`src/hdl/tmh_ram.sv`:
```
module tmh_ram #(
    parameter int WIDTH = 8,
    parameter int DEPTH = 64
) (
    input  logic                     clk,
    input  logic                     we,
    input  logic [$clog2(DEPTH)-1:0] waddr,
    input  logic [WIDTH-1:0]         wdata,
    input  logic                     re,
    input  logic [$clog2(DEPTH)-1:0] raddr,
    output logic [WIDTH-1:0]         rdata
);

    logic [WIDTH-1:0] mem [DEPTH];
    logic [WIDTH-1:0] rdata_reg;

    always_ff @(posedge clk)
    begin
        if (we)
        begin
            mem[waddr] <= wdata;
        end
        if (re)
        begin
            rdata_reg <= mem[raddr];
        end
    end

    assign rdata = rdata_reg;

endmodule

```
`config.mk`:
```
export PLATFORM = sky130hd
export DESIGN_NAME = tmh_ram
export DESIGN_NICKNAME = d
export VERILOG_FILES = /design/src/hdl/tmh_ram.sv
export SDC_FILE = /design/constraint.sdc
export NUM_CORES = 1
export LEC_CHECK = 0
export ABC_AREA = 1
export ABC_CLOCK_PERIOD_IN_PS = 2100
export BUFFER_PORTS_ARGS = -buffer_cell sky130_fd_sc_hd__buf_2
export CORE_AREA = 5 5 225 227
export CTS_CLUSTER_SIZE = 25
export DETAILED_ROUTE_END_ITERATION = 10
export DIE_AREA = 0 0 230 232
export PLACE_DENSITY = 0.63
export SLEW_MARGIN = 20
export SYNTH_ARGS = -nofsm -noshare
export SYNTH_HDL_FRONTEND = slang
export SYNTH_SLANG_ARGS = --single-unit
```
`constraint.sdc`:
```
create_clock -name clk -period 2.1 [get_ports clk]
set_input_delay 0.315 -clock clk [delete_from_list [all_inputs] [get_ports clk]]
set_output_delay 0.315 -clock clk [all_outputs]
set_load 0.1 [all_outputs]
```
[Word-level counts from Yosys, hierarchy flattened]
Memories as Yosys holds them, arrays and structs flattened. A register that Yosys moved wholly into a read port is not among the register bits.
Cells that the tools add are included.
Word-level totals
  register bits after elaboration: 0
  latch bits: 0
  bits in writable memories: 512
  memory bits (read-only): 0
  input port bits: 23
  output and inout bits: 8
  word-level logic and storage cells: 3
  memories kept: 1
Memories
  mem: depth 64, width 8, rd ports 1, clocked after memory_dff 1, write ports 1, RTL line 14  | logic [WIDTH-1:0] mem [DEPTH];
Cells by class
  add/subtract/negate cells: 0
  multiply operators: 0
  div/mod/pow operators: 0
  order comparisons: 0
  equal/unequal tests: 0
  shift-type cells: 0
  muxes and demuxes: 2
  bitwise logic cells: 0
  reduce and logical (&&, ||, !) cells: 0
Operators by type and width (number)
  $mux W1: 2

[Logic depth before layout (Yosys ltp)]
Gate-level depths: netlist of run 1.
  word-level depth: 2
  gate-level depth with buffers: 12
  gate-level depth less buffers: 9

[Least setup slack after synthesis of run 1]
No wires, ideal clock.
  path kind: input-to-reg
  start point: input we
  end point: memory mem[48][0] (enable)
  library setup time: 395 ps
  arrival time: 1686 ps
  required time: 1705 ps
  path slack: 19 ps
  stages on the path: 3
  path buffers: 1
  cell sequence: clkbuf_1 > nand4_1 > nor4_1
Between the ends
  cells in the longest elaborated chain, start to end: 2
Ends and longest elaborated chain
  from (decl): RTL line 6  | input logic we,
  $mux W1: RTL line 19  | if (we)
  $mux W1 (not written as such): RTL line 21  | mem[waddr] <= wdata;
  to (decl): RTL line 14
No other way between the ends.

[Worst setup path after layout of run 1]
  start point: register rdata_reg[1] (netlist: rdata[1]) (read register of mem)
  end point: output rdata[1]
RTL lines
  from (decl): RTL line 15  | logic [WIDTH-1:0] rdata_reg;
  to (decl): RTL line 11  | output logic [WIDTH-1:0] rdata
No word-level cell between the ends.

==> impl_metrics.json, run 1 <==
{
  "crit_path_start_kind": "flop",
  "gr-usage-all-layers_pct": 20.3,
  "cts_tree": "built",
  "crit_arrival_ns": 1.56,
  "cap_violations": 0,
  "maxSlewHeadroom_pct": 55.9,
  "overflow": 0,
  "synthesis.area_um2": 21400,
  "synth_xor_area_share_pct": 0,
  "status": "complete, no violations",
  "syn_area_per_cell_um2": 11.9,
  "largest_reg_flops": 512,
  "post-route-util_pct": 50.2,
  "synth-compound-area-share_pct": 0,
  "finalHoldViolations": 0,
  "synth_top_cell_area_share_pct": 72.9,
  "worst_setup_path_end_kind": "primary output",
  "clock_skew_ns": 0.0178,
  "worst-path-buf-inv": 1,
  "syn_inst": 1805,
  "synth_cell_types": 15,
  "dpl.hpwl_um": 31900,
  "cts_setup_buffers": 0,
  "min_path_type": "in2reg",
  "ys_seq_area_share_pct": 72.9,
  "clk_pin_slew_worst_paths_ns": 0.06,
  "htree_levels": 2,
  "maxSlewViolCount": 0,
  "endpoint": "rdata[1]",
  "ys_warn_count": 0,
  "grt_setup_unrepaired": "false",
  "worstPathCellList": "buf_2",
  "worstPathMaxFanout": 1,
  "num_io_pins": 31,
  "cts_sinks": 520,
  "fp.dieH_um": 232,
  "worstSetupPathType": "reg2out",
  "grt_max_degree": 91,
  "synth_top_area_cell": "edfxtp_1",
  "dp_slack_ns": 0.100,
  "clock_latency_ns": 0.60,
  "rows": 81,
  "root_buffer": "clkbuf_16",
  "initial_core_util_pct": 44.2,
  "gp_congestion": 0.884,
  "ys_ff_latch": 520,
  "fmax_ghz": 0.533,
  "dr.pass1.iters": 5,
  "path_delay_family": "flip-flops",
  "fillers": 4221,
  "die_x_um": 230,
  "wirelength_um": 54400,
  "hold_buffers": 0,
  "r2r_start": "mem[19][4]",
  "period_needed_ns": 1.88,
  "drc": 0,
  "numCtsBuffers": 53,
  "final_nets": 1916,
  "vias": 14100,
  "dieArea_um2": 53400,
  "crit_cells": 1,
  "critPathMaxStageDelay_ns": 0.48,
  "coreArea_um2": 48400,
  "setup_violations": 0,
  "synth.area.mux_share_pct": 0,
  "vias_per_cell": 5.52,
  "r2r-end": "rdata[4]",
  "p_per_area_nw_per_um2": 905,
  "antenna_found_initial": 3,
  "grt_pass1_vias": 13600,
  "postRouteAntennaNets": 0,
  "yosys.area_share.simple_pct": 23.1,
  "cpMaxStageDelayCell": "edfxtp_1",
  "leakagePower_uw": 0.00886,
  "setup_ws_ns": 0.225,
  "setup.reg_to_reg.worst_slack_ns": 0.60,
  "synthAdderAreaFrac_pct": 0,
  "period_share_pct": 89.3,
  "area.growth.synth_to_final_pct": 13.5,
  "drt_iter0_markers": 1745,
  "grt_pass1_wl_um": 83200,
  "final.setup.tns_ns": 0,
  "synth_area_leaders": "edfxtp_1 (73%), nand2_1 (11%), nand3_1 (10%)",
  "cts_resized": 0,
  "synth_top_family_by_area": "simple AND/OR/NAND/NOR gates",
  "r2r_cells": 8,
  "io_buffers": 30,
  "worstPathRequired_ns": 1.78,
  "synth_fp_nets": 1828,
  "layout-drive-gt1-share_pct": 11.1,
  "startpoint": "rdata[1]",
  "clockBufferDepth": 3,
  "wl_per_cell_um": 21.3,
  "ir_drop_mv": 0.633,
  "worst_pin_slew_ns": 0.661
}
-- worst min-delay path by stage --
| stage | start | slack (ns) | to | cells after the start |
|---|---|---|---|---|
| after detailed placement | re | 0.75 | rdata[0] | 1 |
| after CTS | re | 0.11 | rdata[0] | 1 |
| after global placement | re | 0.74 | rdata[0] | 1 |
| final | re | 0.16 | rdata[0] | 1 |
| after floorplan | wdata[0] | 0.41 | mem[0][0] | 0 |
| after global routing | re | 0.12 | rdata[0] | 1 |
-- worst reg2reg max path: cells and delay by family (launching register included) --
family	cells	cell delay, ns
flip-flops	1	0.36
AND/OR/NAND/NOR	8	0.88
-- cells by family after synthesis --
kind of cell / count (synthesis)
simple gates: 1160
buf+inv: 125
flops: 520
-- routing by layer --
layer	up-vias	wire [um]	track usage, %
met1	6962	23700	29.1
met2	528	25000	31.8
met4	6	1170	5.62
met5	-	37	0
met3	78	4460	4.19
li1	6536	-	-
-- cell type report --
cell class                      count  area [um2]  share of cell area, %
Sequential cell                   520       15600                   64.2
Inverter                           12        52.6                  0.216
Multi-Input combinational cell   1160        4950                   20.3
Timing Repair Buffer              146        1310                   5.38
Tap cell                          622         778                   3.20
Clock buffer                       74        1410                   5.78
Antenna cell                        1        2.50                 0.0103
Clock inverter                     22         211                  0.870
-- through the flow --
step	hold WS [ns]	cells	power [uW]	cell area, um2
floorplan	0.414	1805	12700	21400
finish	0.162	2557	22000	24300
global placement	0.742	2460	13300	22700
detailed placement	0.747	2460	13300	22700
global route	0.121	2556	22700	24300
CTS	0.112	2556	22100	24300
-- where the power goes --
group	total, uW	internal [uW]	switching, uW
combinational	1520	391	1130
clock	8930	5140	3790
sequential	11500	11500	36.9
-- layout by cell type, fill, tap and decap left out --
cell,n
buf_12,22
buf_2,28
buf_4,95
bufinv_16,4
clkbuf_1,21
clkbuf_16,53
clkbuf_8,1
clkinv_1,10
clkinv_2,4
clkinv_4,1
clkinvlp_4,1
diode_2,1
edfxtp_1,520
inv_1,9
inv_2,1
inv_4,1
inv_6,3
nand2_1,648
nand3_1,439
nand4_1,9
nor2_1,56
nor4_1,8
-- synthesized netlist by cell type (all sizes together) --
master    n
nor4      8
nand4     9
buf      98
nand3   439
nor2     56
edfxtp  520
nand2   648
clkbuf   15
inv      12
Power figures use the tool's default switching activity.
==> inputs of run 2 (changes only) <==
--- a/config.mk
+++ b/config.mk
@@ -8,10 +8,10 @@
 export ABC_AREA = 1
 export ABC_CLOCK_PERIOD_IN_PS = 2100
 export BUFFER_PORTS_ARGS = -buffer_cell sky130_fd_sc_hd__buf_2
-export CORE_AREA = 5 5 225 227
+export CORE_AREA = 5 5 191 267
 export CTS_CLUSTER_SIZE = 25
 export DETAILED_ROUTE_END_ITERATION = 10
-export DIE_AREA = 0 0 230 232
+export DIE_AREA = 0 0 196 272
 export PLACE_DENSITY = 0.63
 export SLEW_MARGIN = 20
 export SYNTH_ARGS = -nofsm -noshare
==> impl_metrics.json, run 2 (synthesis results as in run 1) <==
{
  "status": "complete, no violations",
  "mostFrequentLayoutCells": "nand2_1 (648), edfxtp_1 (520), nand3_1 (439)",
  "setup_ws_ns": 0.383,
  "io_buffers": 30,
  "clock_latency_ns": 0.56,
  "clock_skew_ns": 0.0159,
  "worstPathRequired_ns": 1.78,
  "dr.pass1.iters": 5,
  "r2r_start": "mem[23][1]",
  "rows": 96,
  "wl_per_cell_um": 21.2,
  "path_delay_family": "buffers and inverters",
  "drt_iter0_markers": 1201,
  "place_inst": 2479,
  "worst-path-buf-inv": 1,
  "wirelength_um": 54300,
  "final_nets": 1912,
  "initial_core_util_pct": 44.1,
  "overflow": 0,
  "r2r-end": "rdata[1]",
  "worstPathMaxFanout": 1,
  "worstSetupPathType": "reg2out",
  "finalHoldViolations": 0,
  "final.setup.tns_ns": 0,
  "postRouteAntennaNets": 0,
  "cap_violations": 0,
  "grt_pass1_wl_um": 83300,
  "antenna_found_initial": 4,
  "grt_setup_unrepaired": "false",
  "hold_depth": 1,
  "htree_levels": 2,
  "maxSlewViolCount": 0,
  "p_per_area_nw_per_um2": 882,
  "gp_congestion": 0.892,
  "dp_slack_ns": 0.0127,
  "drc": 0,
  "final_common_cell": "nand2_1",
  "period_share_pct": 81.7,
  "min_path_type": "in2reg",
  "area.growth.synth_to_final_pct": 13.1,
  "fmax_ghz": 0.583,
  "cts_setup_buffers": 0,
  "leakagePower_uw": 0.00881,
  "worstPathCellList": "buf_2",
  "setup.reg_to_reg.worst_slack_ns": 0.52,
  "root_buffer": "clkbuf_16",
  "final_cells": 2564,
  "crit_path_start_kind": "flop",
  "hold_buffers": 0,
  "holdCritStartpoint": "re",
  "vias_per_cell": 5.47,
  "crit_arrival_ns": 1.40,
  "cpMaxStageDelayCell": "buf_2",
  "worst_setup_path_end_kind": "primary output",
  "min_to": "rdata[7]",
  "setup_violations": 0,
  "post-route-util_pct": 49.9,
  "numCtsBuffers": 45,
  "gr-usage-all-layers_pct": 20.2,
  "critPathMaxStageDelay_ns": 0.45,
  "coreArea_um2": 48500,
  "num_io_pins": 31,
  "r2r_cells": 8,
  "worst_pin_slew_ns": 0.767,
  "dieArea_um2": 53300,
  "largest_reg_flops": 512,
  "cts_resized": 0,
  "fp.dieH_um": 272,
  "grt_max_degree": 65,
  "dpl.hpwl_um": 33400,
  "cts_tree": "built",
  "clockBufferDepth": 3,
  "layout-drive-gt1-share_pct": 11.4,
  "grt_pass1_vias": 13900,
  "cts_sinks": 520,
  "maxSlewHeadroom_pct": 48.9,
  "die_x_um": 196,
  "vias": 14000,
  "finalPower_uw": 21400,
  "period_needed_ns": 1.72,
  "clk_pin_slew_worst_paths_ns": 0.07,
  "ir_drop_mv": 0.725
}
[run 2: routing by layer]
layer / up-vias / routed length [um] / GRT usage, %
met5: - / 31 / 0
met4: 4 / 2430 / 8.36
met3: 125 / 3540 / 2.99
met2: 537 / 27900 / 35.7
met1: 6839 / 20400 / 24.8
li1: 6520 / - / -
[run 2: final cells by class]
class	instances	area, um2
Fill cell	4160	24300
Sequential cell	520	15600
Multi-Input combinational cell	1160	4950
Timing Repair Buffer	150	1320
Clock buffer	58	1220
Tap cell	637	797
Clock inverter	24	258
Inverter	12	52.6
Antenna cell	3	7.51
[run 2: per-stage QoR]
| stage | area (um2) | hold slack (ns) |
|---|---|---|
| floorplan | 21400 | 0.414 |
| global placement | 22700 | 0.676 |
| detailed placement | 22700 | 0.679 |
| CTS | 24200 | 0.0826 |
| global route | 24200 | 0.105 |
| finish | 24200 | 0.118 |
[run 2: how the worst max path moves through the flow]
stage | start | end | slack [ns] | cells past startpoint
finish | rdata[7] | rdata[7] | 0.38 | 1
global route | rdata[7] | rdata[7] | 0.34 | 1
CTS | rdata[7] | rdata[7] | 0.36 | 1
detailed placement | raddr[0] | rdata[0] | 0.01 | 11
global placement | raddr[0] | rdata[0] | 0.03 | 11
floorplan | we | mem[48][0] | 0.02 | 3
[run 2: where the power goes]
part	switching (uW)	internal, uW
registers	24.6	11500
clock network	3580	4730
logic	1130	398
==> inputs of run 3 (changes only) <==
--- a/config.mk
+++ b/config.mk
@@ -5,13 +5,13 @@
 export SDC_FILE = /design/constraint.sdc
 export NUM_CORES = 1
 export LEC_CHECK = 0
-export ABC_AREA = 1
-export ABC_CLOCK_PERIOD_IN_PS = 2100
+export ABC_AREA = 0
+export ABC_CLOCK_PERIOD_IN_PS = 1450
 export BUFFER_PORTS_ARGS = -buffer_cell sky130_fd_sc_hd__buf_2
-export CORE_AREA = 5 5 191 267
+export CORE_AREA = 5 5 186 259
 export CTS_CLUSTER_SIZE = 25
 export DETAILED_ROUTE_END_ITERATION = 10
-export DIE_AREA = 0 0 196 272
+export DIE_AREA = 0 0 191 264
 export PLACE_DENSITY = 0.63
 export SLEW_MARGIN = 20
 export SYNTH_ARGS = -nofsm -noshare
==> constraint.sdc (replaced) <==
create_clock -name clk -period 1.45 [get_ports clk]
set_input_delay 0.2175 -clock clk [delete_from_list [all_inputs] [get_ports clk]]
set_output_delay 0.2175 -clock clk [all_outputs]
set_load 0.1 [all_outputs]
==> impl_metrics.json, run 3 <==
{
  "worstPathMaxFanout": 1,
  "grt_pass1_vias": 10600,
  "drc": 0,
  "layout-drive-gt1-share_pct": 41.4,
  "syn_area_per_cell_um2": 21.5,
  "cap_violations": 0,
  "critPathMaxStageDelay_ns": 0.52,
  "overflow": 0,
  "placed_cell_area_um2": 23300,
  "mostFrequentLayoutCells": "edfxtp_1 (520), mux4_2 (126), buf_4 (105)",
  "final.setup.tns_ns": -3.95,
  "clock_latency_ns": 0.56,
  "coreArea_um2": 45700,
  "syn_inst": 940,
  "numCtsBuffers": 46,
  "worst_pin_slew_ns": 0.734,
  "gp_congestion": 0.835,
  "worstPathRequired_ns": 1.77,
  "htree_levels": 2,
  "dieArea_um2": 50400,
  "p_per_area_nw_per_um2": 1240,
  "crit_arrival_ns": 2.26,
  "synthesis.area_um2": 20200,
  "dr.pass1.iters": 5,
  "hold_slack_ns": 0.155,
  "clk_pin_slew_worst_paths_ns": 0.06,
  "maxSlewHeadroom_pct": 51.1,
  "post-synth-top-count-cell": "edfxtp_1",
  "ys_warn_count": 0,
  "dpl.hpwl_um": 31200,
  "status": "complete, but fails checks",
  "ys_seq_area_share_pct": 77.1,
  "synth_area_leaders": "edfxtp_1 (77%), mux4_2 (14%), nor2_1 (1.5%)",
  "vias_per_cell": 5.55,
  "die_x_um": 191,
  "synth_top_cell_area_share_pct": 77.1,
  "clock_skew_ns": 0.0112,
  "synthArstFlopShare_pct": 0,
  "final_nets": 1153,
  "setup_ws_ns": -0.493,
  "worst_setup_path_end_kind": "flop",
  "cts_setup_buffers": 0,
  "grt_max_degree": 65,
  "ys_ff_latch": 520,
  "initial_core_util_pct": 44.3,
  "largest_reg_flops": 512,
  "cts_tree": "built",
  "io_buffers": 30,
  "crit_top_cell": "mux4_2",
  "wl_per_cell_um": 26.5,
  "fin_area_um2": 25000,
  "synth_cell_types": 39,
  "leakagePower_uw": 0.00797,
  "worstSetupPathType": "reg2reg",
  "drt_iter0_markers": 899,
  "rows": 93,
  "fp.dieH_um": 264,
  "vias": 9873,
  "root_buffer": "clkbuf_16",
  "ir_drop_mv": 0.951,
  "grt_setup_unrepaired": "true",
  "min_path_type": "in2reg",
  "synth_fp_nets": 963,
  "synth_edf_count": 520,
  "cpMaxStageDelayCell": "mux4_2",
  "fmax_ghz": 0.515,
  "area.growth.synth_to_final_pct": 23.6,
  "maxSlewViolCount": 0,
  "crit_path_start_kind": "flop",
  "synth_ff_type": "edfxtp_1",
  "gr-usage-all-layers_pct": 19.0,
  "period_share_pct": 134,
  "period_needed_ns": 1.94,
  "synth_top_area_cell": "edfxtp_1",
  "postRouteAntennaNets": 0,
  "worstPathCellList": "mux4_2 -> mux4_2 -> nor2_2 -> nor3_1 -> o2bb2ai_1",
  "antenna_cells": 0,
  "netlist_top_cells_count": "edfxtp_1 (520), mux4_2 (126), nor2_1 (83), mux2i_1 (23), nand2_1 (19)",
  "final_common_cell": "edfxtp_1",
  "grt_pass1_wl_um": 70100,
  "cts_sinks": 520,
  "wirelength_um": 47100,
  "num_io_pins": 31,
  "violations": "setup timing",
  "setup.reg_to_reg.worst_slack_ns": -0.49,
  "setup_violations": 14,
  "antenna_found_initial": 0,
  "clockBufferDepth": 3,
  "final_cells": 1780,
  "place_inst": 1698,
  "finalHoldViolations": 0
}
-- run 3: report_power, final --
group	internal, uW	switching [uW]
Clock	7010	5240
Combinational	881	1240
Sequential	16700	57.1
-- run 3: critical path, delay by kind of cell, from the launching register on --
kind,cells,cell delay (ns)
muxes,2,1.04
and+or+nand+nor,2,0.16
DFF,1,0.37
AOI/OAI and AO/OA,1,0.12
-- run 3: area by class of cell --
type	count	area (um2)
clock buffers	55	1250
repair buffers	193	2210
flip-flops and latches	520	15600
clock inverters	26	251
multi-input cells	369	4920
well taps	617	772
fillers	3373	20700
-- run 3: logic make-up (layout without fill, tap and decap cells) --
family,count (synthesis),count (layout),share of synthesized area (%)
and+or+nand+nor,153,153,3.37
muxes,162,162,15.9
DFF,520,520,77.1
buffers and inverters,51,274,1.56
AOI/OAI and AO/OA,54,54,2.06
-- run 3: per-stage QoR --
step | total power (uW) | setup WS [ns] | utilization [%]
after floorplan | 18200 | -0.453 | -
after global placement | 19100 | -1.01 | 51.0
after detailed placement | 19100 | -1.04 | 51.0
after CTS | 31300 | -0.526 | 54.5
after global routing | 32100 | -0.566 | 54.7
final | 31100 | -0.493 | 54.7
-- run 3: routing by layer --
| metal | global-route usage (%) | share of wire (%) |
|---|---|---|
| met3 | 2.43 | 4.3 |
| met5 | 0 | 0 |
| met1 | 24.1 | 38 |
| met4 | 5.92 | 2.8 |
| met2 | 34.2 | 55 |
-- run 3: path summary, 6_finish.rpt --
kind,from,end,depth (start not counted)
max,mem[15][1],rdata[1],5
min,wdata[2],mem[44][2],1
max reg2reg,mem[15][1],rdata[1],5
min reg2reg,mem[26][4],rdata[4],3
-- run 3: what timing repair did --
item                                    4_1_cts  5_1_grt
endpoints found under the hold margin         1        0
hold buffers                                  1        0
pin swaps                                     4        2
gates resized for setup                      30       16
endpoints found under the setup margin       16       15
cloned                                        0        0
